File: src/hw/rtl/tcw_pkg.sv
// Types and constants shared by the text console writer modules.
`default_nettype none

package tcw_pkg;

  localparam int OP_W    = 2;
  localparam int CHAR_W  = 8;
  localparam int COLOR_W = 4;
  localparam int IDX_W   = 11;
  localparam int ROW_W   = 5;
  localparam int COL_W   = 7;
  localparam int WORD_W  = 16;
  localparam int LIN_W   = 13;

  localparam logic [OP_W-1:0] OP_PUT    = 2'd0;
  localparam logic [OP_W-1:0] OP_CLEAR  = 2'd1;
  localparam logic [OP_W-1:0] OP_READ   = 2'd2;
  localparam logic [OP_W-1:0] OP_UNUSED = 2'd3;

  localparam logic [CHAR_W-1:0] NEWLINE_CODE  = 8'd10;
  localparam logic [CHAR_W-1:0] BLANK_CHAR    = 8'h20;
  localparam logic [CHAR_W-1:0] DEFAULT_ATTR  = 8'h0F;
  localparam logic [WORD_W-1:0] DEFAULT_BLANK = {DEFAULT_ATTR, BLANK_CHAR};

  typedef enum logic [2:0] {
    KIND_NOP,
    KIND_PUT,
    KIND_NEWLINE,
    KIND_CLEAR,
    KIND_READ
  } cmd_kind_e;

  typedef struct packed {
    cmd_kind_e           kind;
    logic [CHAR_W-1:0]   char_code;
    logic [2*COLOR_W-1:0] attr;
    logic [IDX_W-1:0]    cell_index;
  } cmd_t;

endpackage

`default_nettype wire

File: src/hw/rtl/tcw_front.sv
// Front end: accepts transactions, classifies them and queues them for the back end.
`default_nettype none

module tcw_front import tcw_pkg::*; #(
  parameter int CELL_COUNT = 2000
) (
  input  wire logic               clk_i,
  input  wire logic               rst_ni,
  input  wire logic               in_valid_i,
  output      logic               in_stall_o,
  input  wire logic [OP_W-1:0]    operation_i,
  input  wire logic [CHAR_W-1:0]  char_code_i,
  input  wire logic [COLOR_W-1:0] foreground_i,
  input  wire logic [COLOR_W-1:0] background_i,
  input  wire logic [IDX_W-1:0]   cell_index_i,
  input  wire logic               hold_i,
  input  wire logic               pop_i,
  output      cmd_t               head_o,
  output      logic               empty_o
);

  localparam int QUEUE_DEPTH = 2;
  localparam int PTR_W = $clog2(QUEUE_DEPTH);
  localparam int CNT_W = $clog2(QUEUE_DEPTH + 1);

  cmd_t             queue_q [QUEUE_DEPTH];
  logic [PTR_W-1:0] wr_ptr_q, wr_ptr_d;
  logic [PTR_W-1:0] rd_ptr_q, rd_ptr_d;
  logic [CNT_W-1:0] count_q, count_d;
  logic             full;
  logic             push;
  logic             pop;
  cmd_t             cmd;

  assign full       = (count_q == CNT_W'(QUEUE_DEPTH));
  assign empty_o    = (count_q == '0);
  assign in_stall_o = full || hold_i;
  assign push       = in_valid_i && !in_stall_o;
  assign pop        = pop_i && !empty_o;
  assign head_o     = queue_q[rd_ptr_q];

  always_comb begin
    cmd.kind       = KIND_NOP;
    cmd.char_code  = char_code_i;
    cmd.attr       = {background_i, foreground_i};
    cmd.cell_index = cell_index_i;
    case (operation_i)
      OP_PUT: begin
        cmd.kind = (char_code_i == NEWLINE_CODE) ? KIND_NEWLINE : KIND_PUT;
      end
      OP_CLEAR: begin
        cmd.kind = KIND_CLEAR;
      end
      OP_READ: begin
        if (32'(cell_index_i) < 32'(CELL_COUNT)) begin
          cmd.kind = KIND_READ;
        end
      end
      default: begin
        cmd.kind = KIND_NOP;
      end
    endcase
  end

  always_comb begin
    wr_ptr_d = wr_ptr_q;
    rd_ptr_d = rd_ptr_q;
    count_d  = count_q;
    if (push) begin
      wr_ptr_d = (wr_ptr_q == PTR_W'(QUEUE_DEPTH - 1)) ? '0 : wr_ptr_q + 1'b1;
    end
    if (pop) begin
      rd_ptr_d = (rd_ptr_q == PTR_W'(QUEUE_DEPTH - 1)) ? '0 : rd_ptr_q + 1'b1;
    end
    if (push && !pop) begin
      count_d = count_q + 1'b1;
    end else if (pop && !push) begin
      count_d = count_q - 1'b1;
    end
  end

  always_ff @(posedge clk_i or negedge rst_ni) begin
    if (!rst_ni) begin
      wr_ptr_q <= '0;
      rd_ptr_q <= '0;
      count_q  <= '0;
    end else begin
      wr_ptr_q <= wr_ptr_d;
      rd_ptr_q <= rd_ptr_d;
      count_q  <= count_d;
    end
  end

  always_ff @(posedge clk_i) begin
    if (push) begin
      queue_q[wr_ptr_q] <= cmd;
    end
  end

endmodule

`default_nettype wire

File: config.mk
export PLATFORM = sky130hd
export DESIGN_NAME = tcw_front
export DESIGN_NICKNAME = d
export VERILOG_FILES = /design/src/hw/rtl/tcw_pkg.sv /design/src/hw/rtl/tcw_front.sv
export SDC_FILE = /design/constraint.sdc
export NUM_CORES = 1
export LEC_CHECK = 0
export BUFFER_PORTS_ARGS = -buffer_cell sky130_fd_sc_hd__buf_2
export CAP_MARGIN = 0
export CORE_MARGIN = 1.5
export CORE_UTILIZATION = 30
export CTS_CLUSTER_DIAMETER = 50
export DETAILED_ROUTE_END_ITERATION = 6
export GPL_ROUTABILITY_DRIVEN = 0
export PLACE_DENSITY = 0.59
export SYNTH_ARGS = -nofsm -noshare
export SYNTH_HDL_FRONTEND = slang
export SYNTH_SLANG_ARGS = --single-unit
File: constraint.sdc
create_clock -name clk_i -period 2.4 [get_ports clk_i]
set_input_delay 0.48 -clock clk_i [delete_from_list [all_inputs] [get_ports clk_i]]
set_output_delay 0.48 -clock clk_i [all_outputs]
set_load 0.02 [all_outputs]
### After elaboration in Yosys (flattened, before gate mapping)

Memories as Yosys holds them, arrays and structs flattened.
Cells that the tools add are included.

* register bits: 4
* bits in writable memories: 60
* input port bits: 34
* output and inout port bits: 32
* word-level logic and storage cells: 34
* memories kept: 1

Memories
* queue_q: words 2, width 30, rd ports 1, clocked after Yosys merged registers in 0, write ports 1, line tcw_front.sv:26 `cmd_t queue_q [QUEUE_DEPTH];`

* add/subtract/negate cells: 4
* order comparisons: 1
* eq/ne operators: 4
* multiplexer cells: 9
* reduce and logical (&&, ||, !) cells: 12

Operators with widths (count)
* 11-bit < comparator, second input constant: 1
* 3-bit case mux with 3 select lines: 1
* 8-bit by 4-bit equality test with 1-bit output, second input constant: 1
* 2-bit 2-to-1 mux: 3
* 2-bit equality test, second input constant: 2
* 1-bit logical AND: 4
* 1-bit logical NOT: 4
* 2-bit logical NOT: 2
* 1-bit 2-to-1 mux: 4
* 3-bit 2-to-1 mux: 1
* 1-bit adder, second input constant: 2
* 2-bit by 1-bit adder with 2-bit output, second input constant: 1
* 2-bit by 1-bit equality test with 1-bit output, second input constant: 1
* 2-bit nonzero test: 1
* 2-bit by 1-bit subtractor with 2-bit output, second input constant: 1
* 1-bit logical OR: 1

### Logic depth before layout (Yosys ltp)

* depth after elaboration: 8
* gate-level depth with buffers: 7
* depth with buffers taken out: 7

### Worst setup path after synthesis

OpenSTA, ideal clock, no wires.

* kind: input port to flip-flop
* start point: in hold_i
* end point: mem queue_q[0][0] (netlist name), enable pin
* library setup time: 417 ps
* arrival: 1969 ps
* required time: 1983 ps
* path slack: 14 ps
* stages: 3
* path buffers: 0
* path through: inv_1 > o211ai_1 > nor2_1

* cells in the longest elaborated chain, start to end: 5

RTL lines
* start, declared: line tcw_front.sv:16 `input wire logic hold_i,`
* 1-bit logical OR: line tcw_front.sv:37 `assign in_stall_o = full || hold_i;`
* 1-bit logical NOT: line tcw_front.sv:38 `assign push = in_valid_i && !in_stall_o;`
* 1-bit logical AND: line tcw_front.sv:38
* 1-bit 2-to-1 mux: line tcw_front.sv:95 `if (push) begin`
* 1-bit 2-to-1 mux (not written as such): line tcw_front.sv:96 `queue_q[wr_ptr_q] <= cmd;`
* end, declared: line tcw_front.sv:26

No other way between the ends.

==> flow_metrics.tcl <==
set metrics [dict create \
    status "finished, final reports clean" \
    synth_top_family_by_area "multiplexers" \
    mostFrequentLayoutCell "buf_2" \
    root_buffer "clkbuf_8" \
    final_antenna_net_count 0 \
    synth_cell_types 19 \
    cts_resized 0 \
    p_sw_frac 0.311 \
    layout.nets 235 \
    worst_setup_path_start_kind "flop" \
    synthAdderAreaFrac 0.00515 \
    finalMaxSlewViolations 0 \
    yosysWarnings 0 \
    post-dp-hpwl_um 2910 \
    cts.sinks 64 \
    cts.clk_slew.worst_paths_ps 60 \
    fin_crit_ps 2120 \
    p_per_area_nw_per_um2 1090 \
    ctsHoldBuffers 1 \
    final_cell_mix "buf_2, edfxtp_1, mux2_2, clkbuf_8, inv_1" \
    cp_slowest_cell "dfrtp_1" \
    grt_antenna_before_repair 0 \
    synthesis.area_um2 2430 \
    finalCoreUtilization 0.397 \
    insertion_delay_ps 330 \
    cts_setup_buffers 0 \
    power_switching_mw 1.05 \
    tightest_slew_ps 452 \
    rsz0062_at_grt "false" \
    die_y_um 93.0 \
    start_util 0.312 \
    intPower_mw 2.32 \
    slew_headroom 0.697 \
    cts_made_buffers 9 \
    grt_usage 0.109 \
    grt_pass1_wl_um 6670 \
    row_count 32 \
    max_freq_mhz 471 \
    coreArea_um2 7770 \
    drt-wirelength-per-cell_um 14.2 \
    path_cells "buf_12, mux2_2, buf_2" \
    route.detailed.drc 0 \
    yosysSeqAreaShare 0.784 \
    finalCritPeriodShare 0.885 \
    first_pass_iters 3 \
    grt_max_degree 31 \
    grt_pass1_vias 1366 \
    n_antenna_cell 0 \
    cp.arrival_ps 1640 \
    io_buffers 65 \
    finalSetupTns_ps 0 \
    via_per_inst 4.31 \
    finalHoldViolations 0 \
    muxShareOfSynthArea 0.139 \
    leakagePower_nw 1.17 \
    globalRouteOverflowTotal 0 \
    syn_avg_cell_area_um2 19.7 \
    ys_async_sr_fraction 0.0625 \
    synthToLayoutAreaGrowth_pct 27.2 \
    cp-end-kind "output port" \
    synth_xor_area_frac 0.0180 \
    synth_edf_count 60 \
    worst_path_largest_cell_delay_ps 550 \
    synth_compound_area_frac 0.0191 \
    cts_max_level 3 \
    ir_drop_v 0.000384 \
    drive_above_1_share 0.549 \
    cap_viol_max_count 0 \
    detail_route.iter0.violations 33 \
    critPathKind "flop to output port" \
    routed_wl_um 4350 \
    pwr-share-comb 0.311 \
    vias 1319 \
    die_x_um 93.0 \
    die_area_um2 8640 \
    ys.flop_type "edfxtp_1" \
    setup_viol 0 \
    p_clk_frac 0.248 \
    nFillCells 747 \
    cp_max_fo 25 \
    required_ps 1920 \
    cts_tree "done" \
    syn-num-nets 158 \
    sequentialPowerShare 0.441 \
    io_pins 66 \
    clk_path_buf_depth 2 \
    syn_inst 123 \
    yosys.area_share.simple 0.0180 \
    ys_ff_latch 64 \
    finClkSkew_ps 3.01 \
    hold_path_class "input port to flop" \
]
-- worst paths after layout --
path | slack [ps] | depth (start not counted) | start | end
setup / recovery | 280 | 3 | rd_ptr_q | head_o[20]
hold / removal | 340 | 1 | background_i[2] | queue_q[0][17]
setup reg to reg | 710 | 5 | count_q[0] | count_q[1]
hold reg to reg | 560 | 1 | wr_ptr_q | wr_ptr_q
max in group asynchronous | 1790 | 2 | rst_ni | count_q[0]
min in group asynchronous | 490 | 2 | rst_ni | rd_ptr_q
-- kinds of logic (layout without fill, tap and decap cells) --
| family | after synthesis | after routing |
|---|---|---|
| compound gates | 7 | 7 |
| buf+inv | 8 | 89 |
| fa+ha+maj | 1 | 1 |
| mux | 30 | 30 |
| flops | 64 | 64 |
| simple gates | 8 | 8 |
| xor+xnor | 5 | 5 |
-- power groups by stage --
stage          registers (mW)  logic, mW  clock network (mW)
6_report                 1.49       1.05               0.836
5_1_grt                  1.50       1.13               0.913
4_1_cts                  1.49       1.07               0.863
3_5_place_dp             1.51       1.07                   0
3_3_place_gp             1.51       1.06                   0
2_1_floorplan            1.47      0.761                   0
-- Yosys cell counts, drive strengths merged (2+ instances only) --
| library cell | number | area share |
|---|---|---|
| buf | 3 | 0.0093 |
| dfrtp | 4 | 0.041 |
| xnor2 | 4 | 0.014 |
| mux2 | 30 | 0.14 |
| o21ai | 2 | 0.0041 |
| inv | 5 | 0.0077 |
| nor2 | 4 | 0.0062 |
| edfxtp | 60 | 0.74 |
-- layout make-up --
class	count	area, µm²	share of cell area
timing repair buffer	69	370	0.120
tap	102	128	0.0413
inverter	5	18.8	0.00608
multi-input combinational	51	492	0.159
sequential	64	1900	0.616
clock buffer	10	128	0.0413
clock inverter	5	48.8	0.0158
-- flip-flops by register name, summed over array words and instances (netlist names) --
signal	flops
wr_ptr_q	1
queue_q	60
rd_ptr_q	1
count_q	2
-- metal layers --
metal / part of all wire / up-vias / GRT usage
met5: 0 / - / 0
met4: 0.027 / 0 / 0.0758
met3: 0.055 / 12 / 0.0296
met2: 0.49 / 43 / 0.178
met1: 0.43 / 634 / 0.124
li1: - / 630 / -
-- metrics by stage --
stage | setup WS, ps | hold WS, ps | area (µm²) | power [mW] | instances
5_1_grt | 200 | 320 | 3090 | 3.54 | 306
2_1_floorplan | 13.7 | 184 | 2430 | 2.24 | 123
6_report | 277 | 336 | 3090 | 3.37 | 306
3_5_place_dp | 616 | 296 | 2900 | 2.58 | 290
4_1_cts | 244 | 320 | 3090 | 3.43 | 306
3_3_place_gp | 651 | 299 | 2900 | 2.56 | 290
-- worst max-delay path, delay by kind of cell (launching register included) --
family | cells | cell delay [ps]
flip-flops | 1 | 550
multiplexers | 1 | 360
buffers and inverters | 2 | 390
Note: power is estimated with default switching activity, not from simulation.
